--- config.mk ---
export PLATFORM = sky130hd
export DESIGN_NAME = morse_code_codec
export DESIGN_NICKNAME = d
export VERILOG_FILES = /design/src/hw/rtl/mcc_pkg.sv /design/src/hw/rtl/mcc_emit.sv /design/src/hw/rtl/morse_code_codec.sv
export SDC_FILE = /design/constraint.sdc
export NUM_CORES = 1
export LEC_CHECK = 0
export BUFFER_PORTS_ARGS = -buffer_cell sky130_fd_sc_hd__clkbuf_2
export CORE_ASPECT_RATIO = 1.2
export CORE_MARGIN = 4
export CORE_UTILIZATION = 57
export CTS_CLUSTER_SIZE = 24
export DETAILED_ROUTE_END_ITERATION = 6
export PLACE_DENSITY = 0.86
export SLEW_MARGIN = 20
export SYNTH_ARGS = -nofsm -noshare
export SYNTH_HDL_FRONTEND = slang
export SYNTH_SLANG_ARGS = --single-unit
--- constraint.sdc ---
create_clock -name clk -period 7.7 [get_ports clk]
set_input_delay 1.54 -clock clk [delete_from_list [all_inputs] [get_ports clk]]
set_output_delay 1.54 -clock clk [all_outputs]
set_load 0.1 [all_outputs]
--- src/hw/rtl/mcc_pkg.sv ---
`default_nettype none

package mcc_pkg;

  localparam int TABLE_SIZE = 48;
  localparam int SYM_W      = 9;
  localparam int IDX_W      = 6;

  localparam logic [7:0] FIRST_CHAR  = 8'd43;   // '+'
  localparam logic [7:0] LAST_CHAR   = 8'd90;   // 'Z'
  localparam logic [7:0] LOWER_A     = 8'd97;
  localparam logic [7:0] LOWER_Z     = 8'd122;
  localparam logic [7:0] CASE_OFFSET = 8'd32;
  localparam logic [7:0] CH_SPACE    = 8'd32;
  localparam logic [7:0] CH_SLASH    = 8'd47;
  localparam logic [7:0] CH_ZERO     = 8'd48;
  localparam logic [7:0] CH_ONE      = 8'd49;
  localparam logic [7:0] CH_NUL      = 8'd0;

  // Code value per table entry, first symbol in the most significant used bit.
  localparam logic [SYM_W-1:0] SYM_VALUE [TABLE_SIZE] = '{
    9'd10, 9'd2,  9'd0,  9'd21, 9'd18, 9'd31, 9'd15, 9'd7,  9'd3,  9'd1,
    9'd0,  9'd16, 9'd24, 9'd28, 9'd30, 9'd21, 9'd56, 9'd8,  9'd17, 9'd5,
    9'd12, 9'd26, 9'd1,  9'd8,  9'd10, 9'd4,  9'd0,  9'd2,  9'd6,  9'd0,
    9'd0,  9'd7,  9'd5,  9'd4,  9'd3,  9'd2,  9'd7,  9'd6,  9'd13, 9'd2,
    9'd0,  9'd1,  9'd1,  9'd1,  9'd3,  9'd9,  9'd11, 9'd12
  };

  // Code length in symbols per table entry.
  localparam logic [3:0] SYM_LENGTH [TABLE_SIZE] = '{
    4'd5, 4'd5, 4'd8, 4'd6, 4'd5, 4'd5, 4'd5, 4'd5, 4'd5, 4'd5,
    4'd5, 4'd5, 4'd5, 4'd5, 4'd5, 4'd5, 4'd9, 4'd5, 4'd5, 4'd6,
    4'd6, 4'd6, 4'd2, 4'd4, 4'd4, 4'd3, 4'd1, 4'd4, 4'd3, 4'd4,
    4'd2, 4'd4, 4'd3, 4'd4, 4'd2, 4'd2, 4'd3, 4'd4, 4'd4, 4'd3,
    4'd3, 4'd1, 4'd3, 4'd4, 4'd3, 4'd4, 4'd4, 4'd4
  };

  typedef struct packed {
    logic [7:0] ch;
    logic       err;
  } res_t;

  // Result list for one item: sym_cnt symbols from sym_val, then tail_cnt tails.
  typedef struct packed {
    logic [SYM_W-1:0] sym_val;
    logic [3:0]       sym_cnt;
    res_t             tail0;
    res_t             tail1;
    logic [1:0]       tail_cnt;
  } burst_t;

endpackage

`default_nettype wire

--- src/hw/rtl/mcc_emit.sv ---
`default_nettype none

module mcc_emit import mcc_pkg::*; (
  input  wire logic       clk,
  input  wire logic       rst_n,
  input  wire logic       load,
  input  wire burst_t     desc,
  output logic            ready,
  output logic            out_valid,
  input  wire logic       out_stall,
  output logic [7:0]      out_char,
  output logic            out_code_error,
  output logic            out_last
);

  logic [SYM_W-1:0] sym_val_r, sym_val_nxt;
  logic [3:0]       sym_cnt_r, sym_cnt_nxt;
  res_t             tail0_r, tail0_nxt;
  res_t             tail1_r, tail1_nxt;
  logic [1:0]       tail_cnt_r, tail_cnt_nxt;
  logic             out_valid_r, out_valid_nxt;
  logic [7:0]       out_char_r, out_char_nxt;
  logic             out_err_r, out_err_nxt;
  logic             out_last_r, out_last_nxt;

  logic       take;
  logic       busy;
  logic       one_left;
  logic [3:0] bit_sel;

  assign take     = !out_valid_r || !out_stall;
  assign busy     = (sym_cnt_r != 4'd0) || (tail_cnt_r != 2'd0);
  assign one_left = ((sym_cnt_r == 4'd0) && (tail_cnt_r == 2'd1)) ||
                    ((sym_cnt_r == 4'd1) && (tail_cnt_r == 2'd0));
  assign ready    = !busy || (take && one_left);
  assign bit_sel  = sym_cnt_r - 4'd1;

  always_comb begin
    sym_val_nxt   = sym_val_r;
    sym_cnt_nxt   = sym_cnt_r;
    tail0_nxt     = tail0_r;
    tail1_nxt     = tail1_r;
    tail_cnt_nxt  = tail_cnt_r;
    out_valid_nxt = out_valid_r;
    out_char_nxt  = out_char_r;
    out_err_nxt   = out_err_r;
    out_last_nxt  = out_last_r;
    if (take) begin
      out_valid_nxt = busy;
      if (sym_cnt_r != 4'd0) begin
        out_char_nxt = sym_val_r[bit_sel] ? CH_ONE : CH_ZERO;
        out_err_nxt  = 1'b0;
        out_last_nxt = (sym_cnt_r == 4'd1) && (tail_cnt_r == 2'd0);
        sym_cnt_nxt  = sym_cnt_r - 4'd1;
      end else if (tail_cnt_r != 2'd0) begin
        out_char_nxt = tail0_r.ch;
        out_err_nxt  = tail0_r.err;
        out_last_nxt = (tail_cnt_r == 2'd1);
        tail0_nxt    = tail1_r;
        tail_cnt_nxt = tail_cnt_r - 2'd1;
      end
    end
    // ready guarantees the old list is gone or leaving this cycle
    if (load) begin
      sym_val_nxt  = desc.sym_val;
      sym_cnt_nxt  = desc.sym_cnt;
      tail0_nxt    = desc.tail0;
      tail1_nxt    = desc.tail1;
      tail_cnt_nxt = desc.tail_cnt;
    end
  end

  always_ff @(posedge clk) begin
    if (!rst_n) begin
      sym_cnt_r   <= 4'd0;
      tail_cnt_r  <= 2'd0;
      out_valid_r <= 1'b0;
    end else begin
      sym_cnt_r   <= sym_cnt_nxt;
      tail_cnt_r  <= tail_cnt_nxt;
      out_valid_r <= out_valid_nxt;
    end
    sym_val_r  <= sym_val_nxt;
    tail0_r    <= tail0_nxt;
    tail1_r    <= tail1_nxt;
    out_char_r <= out_char_nxt;
    out_err_r  <= out_err_nxt;
    out_last_r <= out_last_nxt;
  end

  assign out_valid      = out_valid_r;
  assign out_char       = out_char_r;
  assign out_code_error = out_err_r;
  assign out_last       = out_last_r;

endmodule

`default_nettype wire

--- src/hw/rtl/morse_code_codec.sv ---
// Morse code codec over a 48-entry table from '+' to 'Z'. With cfg mode 1 it
// encodes: each character (lowercase folded to upper) becomes its dots '0' and
// dashes '1' followed by ' '; a character outside the table becomes '/' then
// ' '. With mode 0 it decodes: '0'/'1' symbols are collected, a space or
// end_of_message with symbols pending emits the matching character, '/' emits
// a space, and an unknown or overlong code emits one result with code_error
// set and out_char 0. out_last marks the final result of each input transfer.
// Rate: every transfer is taken into a result list and then drained by the
// output serializer at one result per cycle while out_stall is low; in_stall
// holds the input until the list has only its last result left and the output
// can take it. Decode runs one symbol per cycle while the serializer is not
// busy. The first result goes through the result-list registers and then the
// output registers. Write cfg only while idle; pending decode symbols survive
// a mode change.

`default_nettype none

module morse_code_codec import mcc_pkg::*; #(
  parameter int MAX_CODE_BITS = 9
) (
  input  wire logic       clk,
  input  wire logic       rst_n,
  input  wire logic       cfg_wr_en,
  input  wire logic       cfg_wr_data,
  input  wire logic       in_valid,
  output logic            in_stall,
  input  wire logic [7:0] in_char,
  input  wire logic       in_end_of_message,
  output logic            out_valid,
  input  wire logic       out_stall,
  output logic [7:0]      out_char,
  output logic            out_code_error,
  output logic            out_last
);

  localparam int CNT_W = $clog2(MAX_CODE_BITS + 1);

  // Mode register and decode collection state.
  logic                     mode_r;
  logic [MAX_CODE_BITS-1:0] code_bits_r, code_bits_nxt;
  logic [CNT_W-1:0]         code_count_r, code_count_nxt;
  logic                     code_ovf_r, code_ovf_nxt;

  logic   emit_ready;
  logic   accept;
  logic   load;
  burst_t enc_desc;
  burst_t dec_desc;
  burst_t desc;

  // Encode path: fold case, check table range, read the code.
  logic [7:0]       enc_ch;
  logic [7:0]       enc_off;
  logic [IDX_W-1:0] enc_idx;
  logic             enc_hit;

  always_comb begin
    enc_ch = in_char;
    if (in_char inside {[LOWER_A:LOWER_Z]}) begin
      enc_ch = in_char - CASE_OFFSET;
    end
    enc_hit = enc_ch inside {[FIRST_CHAR:LAST_CHAR]};
    enc_off = enc_ch - FIRST_CHAR;
    enc_idx = enc_off[IDX_W-1:0];

    enc_desc.sym_val = '0;
    enc_desc.sym_cnt = 4'd0;
    enc_desc.tail0   = '{ch: CH_SLASH, err: 1'b0};
    enc_desc.tail1   = '{ch: CH_SPACE, err: 1'b0};
    enc_desc.tail_cnt = 2'd2;
    if (enc_hit) begin
      enc_desc.sym_val  = SYM_VALUE[enc_idx];
      enc_desc.sym_cnt  = SYM_LENGTH[enc_idx];
      enc_desc.tail0    = '{ch: CH_SPACE, err: 1'b0};
      enc_desc.tail_cnt = 2'd1;
    end
  end

  // Decode path: shift in a symbol, then flush on space or end of message.
  logic                     is_sym;
  logic                     is_slash;
  logic [MAX_CODE_BITS-1:0] bits1;
  logic [CNT_W-1:0]         count1;
  logic                     ovf1;
  logic                     pending1;
  logic                     flush;
  logic [TABLE_SIZE-1:0]    match;
  logic [IDX_W-1:0]         lk_idx;
  logic                     lk_hit;
  res_t                     flush_res;

  always_comb begin
    is_sym   = (in_char == CH_ZERO) || (in_char == CH_ONE);
    is_slash = (in_char == CH_SLASH);
    bits1    = code_bits_r;
    count1   = code_count_r;
    ovf1     = code_ovf_r;
    if (is_sym) begin
      if (code_count_r >= CNT_W'(MAX_CODE_BITS)) begin
        ovf1 = 1'b1;
      end else begin
        // '0' and '1' differ only in bit 0
        bits1  = {code_bits_r[MAX_CODE_BITS-2:0], in_char[0]};
        count1 = code_count_r + CNT_W'(1);
      end
    end
    pending1 = (count1 != '0) || ovf1;
    // a space flush leaves nothing pending, so end of message adds no second one
    flush    = pending1 && ((in_char == CH_SPACE) || in_end_of_message);
  end

  // Match the collected code against every table entry at once.
  always_comb begin
    for (int i = 0; i < TABLE_SIZE; i++) begin
      match[i] = (count1 == CNT_W'(SYM_LENGTH[i])) &&
                 (bits1 == MAX_CODE_BITS'(SYM_VALUE[i]));
    end
    lk_idx = '0;
    for (int i = TABLE_SIZE - 1; i >= 0; i--) begin
      if (match[i]) begin
        lk_idx = IDX_W'(i);
      end
    end
    lk_hit = (|match) && !ovf1;
    if (lk_hit) begin
      flush_res = '{ch: 8'(FIRST_CHAR + {2'b00, lk_idx}), err: 1'b0};
    end else begin
      flush_res = '{ch: CH_NUL, err: 1'b1};
    end
  end

  always_comb begin
    dec_desc.sym_val = '0;
    dec_desc.sym_cnt = 4'd0;
    dec_desc.tail1   = flush_res;
    if (is_slash) begin
      // word space goes out ahead of any flushed character
      dec_desc.tail0    = '{ch: CH_SPACE, err: 1'b0};
      dec_desc.tail_cnt = flush ? 2'd2 : 2'd1;
    end else begin
      dec_desc.tail0    = flush_res;
      dec_desc.tail_cnt = flush ? 2'd1 : 2'd0;
    end

    code_bits_nxt  = code_bits_r;
    code_count_nxt = code_count_r;
    code_ovf_nxt   = code_ovf_r;
    if (accept && !mode_r) begin
      if (flush) begin
        code_bits_nxt  = '0;
        code_count_nxt = '0;
        code_ovf_nxt   = 1'b0;
      end else begin
        code_bits_nxt  = bits1;
        code_count_nxt = count1;
        code_ovf_nxt   = ovf1;
      end
    end
  end

  // Hand the result list to the serializer; items without results just drop.
  assign desc     = mode_r ? enc_desc : dec_desc;
  assign accept   = in_valid && emit_ready;
  assign load     = accept && ((desc.sym_cnt != 4'd0) || (desc.tail_cnt != 2'd0));
  assign in_stall = !emit_ready;

  always_ff @(posedge clk) begin
    if (!rst_n) begin
      mode_r       <= 1'b0;
      code_bits_r  <= '0;
      code_count_r <= '0;
      code_ovf_r   <= 1'b0;
    end else begin
      if (cfg_wr_en) begin
        mode_r <= cfg_wr_data;
      end
      code_bits_r  <= code_bits_nxt;
      code_count_r <= code_count_nxt;
      code_ovf_r   <= code_ovf_nxt;
    end
  end

  mcc_emit u_emit (
    .clk            (clk),
    .rst_n          (rst_n),
    .load           (load),
    .desc           (desc),
    .ready          (emit_ready),
    .out_valid      (out_valid),
    .out_stall      (out_stall),
    .out_char       (out_char),
    .out_code_error (out_code_error),
    .out_last       (out_last)
  );

endmodule

`default_nettype wire

---- Yosys cells after proc, flatten, opt, wreduce, memory -nomap -nowiden ----
Memory sizes are Yosys's and may differ from the RTL's. A register that Yosys moved wholly into a read port is not among the register bits.
Index checks and enable logic that the tools add are counted.
W data, S select, Z words.
operators by class
  add/sub/neg operators ................... 6
  magnitude comparators ................... 7
  eq/ne operators ......................... 39
  multiplexer cells ....................... 87
  bitwise logic cells ..................... 1
  reductions and logical operators ........ 90
operators with widths
  operator              count
  $mux W6               48
  $eq A9 B5 Y1 const B  9
  $mux W9               8
  $eq A9 B4 Y1 const B  7
  $logic_and A1 B1 Y1   58
  $reduce_or A48 Y1     1
  $eq A9 B3 Y1 const B  4
  $eq A8 B6 Y1 const B  4
  $mux W4               8
  $mux W8               4
  $mux W24              1
  $eq A9 B2 Y1 const B  2
  $le A8 B7 Y1 const B  2
  $mux W2               7
  $mux W13              1
  $eq A4 B3 Y1 const B  3
  $reduce_bool A2 Y1    6
  $reduce_bool A4 Y1    3
  $eq A9 B1 Y1 const B  1
  $eq A9 B6 Y1 const B  1
  $logic_not A9 Y1      1
  $mux W1               9
  $eq A4 B1 Y1 const B  2
  $eq A4 B2 Y1 const B  2
  other kinds (22)      38
word-level totals
  register bits after elaboration ......... 50
  ROM bits ................................ 832
  input bits .............................. 15
  output and inout bits ................... 12
  memories kept ........................... 2
memory list
  name             depth  width  rd ports  clocked after memory_dff  write ports  RTL line                text
  (no name shown)  64     9      1         1                         0            morse_code_codec.sv:72  enc_desc.sym_val = SYM_VALUE[enc_idx];
  (no name shown)  64     4      1         0                         0            morse_code_codec.sv:73  enc_desc.sym_cnt = SYM_LENGTH[enc_idx];

---- Logic depth before layout (Yosys ltp) ----
  depth after elaboration ................. 62
  depth in mapped cells ................... 20
  mapped depth without buffers ............ 14

---- Cells and area by module ----
From an unflattened synthesis, not the netlist that was laid out.
second synthesis, totals
  cell total of the unflattened synthesis .. 729
  area, all modules ....................... 5,670.4 sq um
by module, submodules not included
  module            instances  cells each  area each (sq um)  seq. area each (sq um)
  morse_code_codec  1          591         3,753.6            300.3
  mcc_emit          1          138         1,916.8            1,251.2

---- Least setup slack after synthesis ----
OpenSTA, ideal clock, no wires.
  path type ............................... in2reg
  start point ............................. in in_char[0]
  end point ............................... reg u_emit.tail0_r[0] (netlist name) (enable)
  arrival time ............................ 5.038 ns
  data required time ...................... 7.390 ns
  setup slack ............................. 2.352 ns
  stages .................................. 16
  path buffers ............................ 5
  cells stage by stage .................... clkbuf_1 inv_1 ha_1 nor2_1 a2111o_1 buf_6 buf_12 mux2_4 a31oi_1 ha_1 nor3_1 or2_2 clkbuf_1 inv_1 clkbuf_1 or2_2
between the ends
  word-level cells in the longest chain between the ends .. 15
  elaborated cells between the ends (all ways) .. 38
  classes of those cells .................. add/sub: 2; order compare: 4; eq/ne: 5; mux: 11; bitwise: 1; reduce/logical: 14; memory: 1
RTL lines
  what                                                                 RTL line                 text
  start: declaration                                                   morse_code_codec.sv:27   input wire logic [7:0] in_char,
  $ge A8 B7 Y1 or $le A8 B7 Y1 (tied branches)                         morse_code_codec.sv:59   if (in_char inside {[LOWER_A:LOWER_Z]}) begin
  $logic_and A1 B1 Y1                                                  morse_code_codec.sv:59
  $mux W8                                                              morse_code_codec.sv:59
  $sub A6 B6 Y6                                                        morse_code_codec.sv:63   enc_off = enc_ch - FIRST_CHAR;
  $not A6 Y7 (implied by the code)                                     morse_code_codec.sv:73
  $mem_v2 Z64 W4                                                       -
  $mux W4 (implied by the code) (2 in series)                          morse_code_codec.sv:73
  $mux W13                                                             morse_code_codec.sv:71   if (enc_hit) begin
  $mux W24 (*)                                                         morse_code_codec.sv:162  assign desc = mode_r ? enc_desc : dec_desc;
  $reduce_bool A4 Y1                                                   morse_code_codec.sv:164  assign load = accept && ((desc.sym_cnt != 4'd0) || (desc.tail_cnt != 2'd0));
  $logic_or A1 B1 Y1 (*)                                               morse_code_codec.sv:164
  $logic_and A1 B1 Y1 (*)                                              morse_code_codec.sv:164
  net load                                                             morse_code_codec.sv:46   logic load;
  $ne A2 B2 Y1 (no source line) or $reduce_bool A2 Y1 (tied branches)  -
  $reduce_and A3 Y1 (no source line) (*)                               -
  end signal: assignment                                               mcc_emit.sv:84           tail0_r <= tail0_nxt;
  end: declaration                                                     mcc_emit.sv:18           res_t tail0_r, tail0_nxt;
Mark *: on every way through the listed nets, which the timed path passes. The rest lies on a longest branch. The select of a mux whose other input is x is not followed.
A chain may end at the register's enable or synchronous reset.

---- Worst setup path in the final report ----
  start point ............................. in in_char[0]
  end point ............................... reg u_emit.tail0_r[4] (netlist name) (enable)
between the ends
  word-level cells in the longest chain between the ends .. 15
  elaborated cells between the ends (all ways) .. 38
  classes of those cells .................. add/sub: 2; order compare: 4; eq/ne: 5; mux: 11; bitwise: 1; reduce/logical: 14; memory: 1
RTL lines
  what                                                                 RTL line
  $ge A8 B7 Y1 or $le A8 B7 Y1 (tied branches)                         morse_code_codec.sv:59
  $logic_and A1 B1 Y1                                                  morse_code_codec.sv:59
  $mux W8                                                              morse_code_codec.sv:59
  $sub A6 B6 Y6                                                        morse_code_codec.sv:63
  $not A6 Y7 (implied by the code)                                     morse_code_codec.sv:73
  $mem_v2 Z64 W4                                                       -
  $mux W4 (implied by the code) (2 in series)                          morse_code_codec.sv:73
  $mux W13                                                             morse_code_codec.sv:71
  $mux W24 (*)                                                         morse_code_codec.sv:162
  $reduce_bool A4 Y1                                                   morse_code_codec.sv:164
  $logic_or A1 B1 Y1 (*)                                               morse_code_codec.sv:164
  $logic_and A1 B1 Y1 (*)                                              morse_code_codec.sv:164
  $ne A2 B2 Y1 (no source line) or $reduce_bool A2 Y1 (tied branches)  -
  $reduce_and A3 Y1 (no source line) (*)                               -
Every way passes the cells marked *; elsewhere a longest branch is shown, timed or not. The select of a mux whose other input is x is not followed.

==> metrics.yaml <==
status: "completed"
finalSetupViolCount: 0
finalWirelength_um: 17910
synthDominantAreaCellType: "sky130_fd_sc_hd__edfxtp_1"
cp-start-kind: "primary input"
synth_sequential_area_ratio_pct: 23.59
route.detailed.wl_per_inst_um: 20.52
fin_crit_sh_pct: 76.37
cts_resized: 0
cap_violations: 0
achievable-frequency_mhz: 170.0
totalNegativeSetupSlack_ps: 0
ys.warnings.count: 0
grt_util_all_layers_pct: 29.79
cts-buffers-inserted: 5
antenna_diodes: 0
synth-main-ff-cell: "sky130_fd_sc_hd__edfxtp_1"
cts_setup_buffers: 0
top_cells_by_instance_count_after_synthesis: "85 x sky130_fd_sc_hd__nand2_1, 69 x sky130_fd_sc_hd__nor2_1, 44 x sky130_fd_sc_hd__clkbuf_1"
cp_max_fo: 41
irDropWorstVdd_mv: 0.2056
worst_slew_margin_rel_pct: 25.93
hold_viol_final: 0
max_slew.worst_pin.slew_ps: 1107
cts_tree: "done"
post_layout_minimum_cycle_time_ps: 5881
tritoncts_num_sinks: 53
vias_in_the_first_global_route: 5542
postCtsHoldBufs: 0
static-leakage-power_nw: 2.232
fillCellCount: 925
worst_hold_class: "flip-flop to flip-flop"
syn2layout_area_growth_pct: 3.121
synth_area_um2: 5813
antenna_left: 0
synth_nets: 803
finalWeightedCongestion: 1.071
postSynthAreaPerCell_um2: 7.569
async_flop_share_pct: 0
synthMostInstantiatedCell: "sky130_fd_sc_hd__nand2_1"
grt_setup_unrepaired: "no"
grt_antenna_before_repair: 0
synthDominantCellAreaShare_pct: 16.01
critPathArrivalTime_ps: 5910
largest_net_degree_at_the_start_of_global_routing: 42
pwr_density_cell_nw_per_um2: 199.7
first_pass_iters: 6
final_net_count: 781
cp-end-kind: "flip-flop"
worst-setup-path-type: "primary input to flip-flop"
total_power_mw: 1.197
synth_edf_count: 31
global_route_wire_length_before_repair_um: 28570
clock_insertion_delay_worst_skew_ps: 300
via_count: 5944
fp.dieArea_um2: 11890
placeableCoreArea_um2: 10010
share_of_final_layout_standard_cells_stronger_than_drive_strength_1_pct: 10.04
floorplan.io_pins: 27
start_util_pct: 58.07
drtIter0Drc: 450
clock_tree.root_cell: "sky130_fd_sc_hd__clkbuf_16"
postSynthRegisterBits: 53
ys_top_cells_by_area: "sky130_fd_sc_hd__edfxtp_1 16%, sky130_fd_sc_hd__dfxtp_1 7.6%, sky130_fd_sc_hd__nand2_1 5.5%, sky130_fd_sc_hd__nor2_1 4.5%, sky130_fd_sc_hd__ha_1 4.3%"
finClkSkew_ps: 11.83
slew_viol_final: 0
place_hpwl_um: 13560
gr-total-overflow: 0
place.port_buffers: 25
synthCells: 768
vias_per_cell: 6.809
die_h_um: 118.6
clock_slew_at_the_register_clock_pins_of_the_worst_setup_and_hold_paths_ps: 80
number_of_distinct_library_cells_after_synthesis: 87
cts-htree-levels: 2
critPathRequiredTime_ps: 7730
detail_route.drc_violations: 0
fp.dieW_um: 100.2
clock_path_buffers: 2
placementRows: 40
==> final timing paths <==
path / from / endpoint / slack (ps) / depth (start not counted)
setup / recovery: in_char[0] / u_emit.tail0_r[4] / 1820 / 12
setup reg to reg: code_count_r[1] / u_emit.tail0_r[4] / 2820 / 11
hold reg to reg: u_emit.tail0_r[6] / u_emit.out_char[5] / 510 / 1
hold / removal: u_emit.tail0_r[6] / u_emit.out_char[5] / 510 / 1
==> cells by family (layout without fill, tap and decap cells) <==
family / Yosys count / count (layout) / synth area share (%)
other: 1 / 1 / 0.06451
flip-flops: 53 / 53 / 23.59
AND/OR/NAND/NOR: 362 / 362 / 32.61
multiplexers: 30 / 30 / 5.876
XOR/XNOR: 14 / 14 / 2.109
AO/OA/AOI/OAI: 201 / 201 / 24.26
buffers and inverters: 87 / 66 / 7.189
adder cells (fa/ha/maj): 20 / 20 / 4.305
==> cell type report <==
cell class / count / area (µm²) / share of cell area [%]
sequential: 53 / 1371 / 22.88
tap: 126 / 157.7 / 2.630
timing repair buffer: 33 / 185.2 / 3.089
clock buffer: 5 / 125.1 / 2.087
clock inverter: 3 / 25.02 / 0.4174
inverter: 25 / 93.84 / 1.565
multi-input combinational: 628 / 4036 / 67.33
==> placed cells by master, fill, tap and decap left out, types with 4 or more instances in the layout <==
| master | synthesis | layout |
|---|---|---|
| sky130_fd_sc_hd__xnor2_1 | 7 | 7 |
| sky130_fd_sc_hd__xor2_1 | 7 | 7 |
| sky130_fd_sc_hd__and3_1 | 15 | 15 |
| sky130_fd_sc_hd__nand3_1 | 33 | 33 |
| sky130_fd_sc_hd__o21ai_0 | 35 | 35 |
| sky130_fd_sc_hd__a21o_1 | 7 | 7 |
| sky130_fd_sc_hd__dfxtp_1 | 22 | 22 |
| sky130_fd_sc_hd__nor2b_1 | 25 | 25 |
| sky130_fd_sc_hd__mux2_2 | 5 | 5 |
| sky130_fd_sc_hd__clkbuf_16 | 0 | 5 |
| sky130_fd_sc_hd__and2_1 | 8 | 8 |
| sky130_fd_sc_hd__a211oi_1 | 15 | 15 |
| sky130_fd_sc_hd__edfxtp_1 | 31 | 31 |
| sky130_fd_sc_hd__a221oi_1 | 4 | 4 |
| sky130_fd_sc_hd__a311oi_1 | 6 | 6 |
| sky130_fd_sc_hd__nor4_1 | 7 | 6 |
| sky130_fd_sc_hd__nand2_1 | 85 | 85 |
| sky130_fd_sc_hd__nand4_1 | 17 | 17 |
| sky130_fd_sc_hd__mux2i_1 | 21 | 21 |
| sky130_fd_sc_hd__a21oi_1 | 39 | 38 |
| sky130_fd_sc_hd__nand2b_1 | 12 | 12 |
| sky130_fd_sc_hd__and4_1 | 4 | 4 |
| sky130_fd_sc_hd__buf_4 | 3 | 8 |
| sky130_fd_sc_hd__or2_2 | 6 | 6 |
| sky130_fd_sc_hd__a31oi_1 | 12 | 12 |
| sky130_fd_sc_hd__inv_1 | 24 | 24 |
| sky130_fd_sc_hd__a21boi_0 | 5 | 5 |
| sky130_fd_sc_hd__nor3_1 | 38 | 38 |
| sky130_fd_sc_hd__nor3b_1 | 12 | 12 |
| sky130_fd_sc_hd__a22oi_1 | 11 | 11 |
| sky130_fd_sc_hd__or3_1 | 5 | 5 |
| sky130_fd_sc_hd__ha_1 | 20 | 20 |
| sky130_fd_sc_hd__o22ai_1 | 7 | 7 |
| sky130_fd_sc_hd__clkbuf_2 | 0 | 25 |
| sky130_fd_sc_hd__a2111oi_0 | 5 | 4 |
| sky130_fd_sc_hd__nor2_1 | 69 | 69 |
| sky130_fd_sc_hd__o211ai_1 | 7 | 7 |
| sky130_fd_sc_hd__o31ai_1 | 7 | 7 |
==> routing by layer <==
metal / vias up / wire [µm] / global-route usage [%]
met4: 0 / 1292 / 19.12
met5: - / 0 / 0
met2: 331 / 8455 / 49.38
li1: 2816 / - / -
met3: 85 / 1346 / 4.368
met1: 2712 / 6815 / 35.30
==> sequential cells by signal, summed over array words and instances (netlist names) <==
signal                 flops
code_bits_r                9
code_count_r               4
code_ovf_r                 1
mode_r                     1
u_emit.out_char            7
u_emit.out_code_error      1
u_emit.out_last            1
u_emit.out_valid           1
u_emit.sym_cnt_r           4
u_emit.sym_val_r           6
u_emit.tail0_r             8
u_emit.tail1_r             8
u_emit.tail_cnt_r          2
==> worst max-delay path: stages <==
cell                       delay, ps
sky130_fd_sc_hd__clkbuf_2        380
sky130_fd_sc_hd__inv_1           250
sky130_fd_sc_hd__ha_1            280
sky130_fd_sc_hd__nor2_1          300
sky130_fd_sc_hd__a2111o_2        710
sky130_fd_sc_hd__mux2_4          390
sky130_fd_sc_hd__a31oi_1         240
sky130_fd_sc_hd__ha_1            290
sky130_fd_sc_hd__nor3_1          200
sky130_fd_sc_hd__or2_2           330
sky130_fd_sc_hd__inv_1           430
sky130_fd_sc_hd__or2_2           520
==> per-stage QoR <==
step | area, µm² | util (%) | cells | setup slack (ps) | hold slack (ps)
global placement | 5839 | 58.34 | 865 | 1774 | 484.3
CTS | 5989 | 59.84 | 873 | 1890 | 516.2
detailed placement | 5839 | 58.34 | 865 | 1572 | 492.1
global route | 5995 | 59.89 | 873 | 1432 | 529.8
floorplan | 5813 | - | 768 | 2352 | 477.3
finish | 5995 | 59.89 | 873 | 1819 | 514.0
==> power breakdown <==
group          leakage, nW  switching, mW  internal (mW)  total [mW]
registers            0.472         0.0267          0.371       0.398
logic                 1.69          0.434          0.135       0.569
clock network       0.0708          0.107          0.123       0.231
Note: power is estimated with default switching activity, not from simulation.
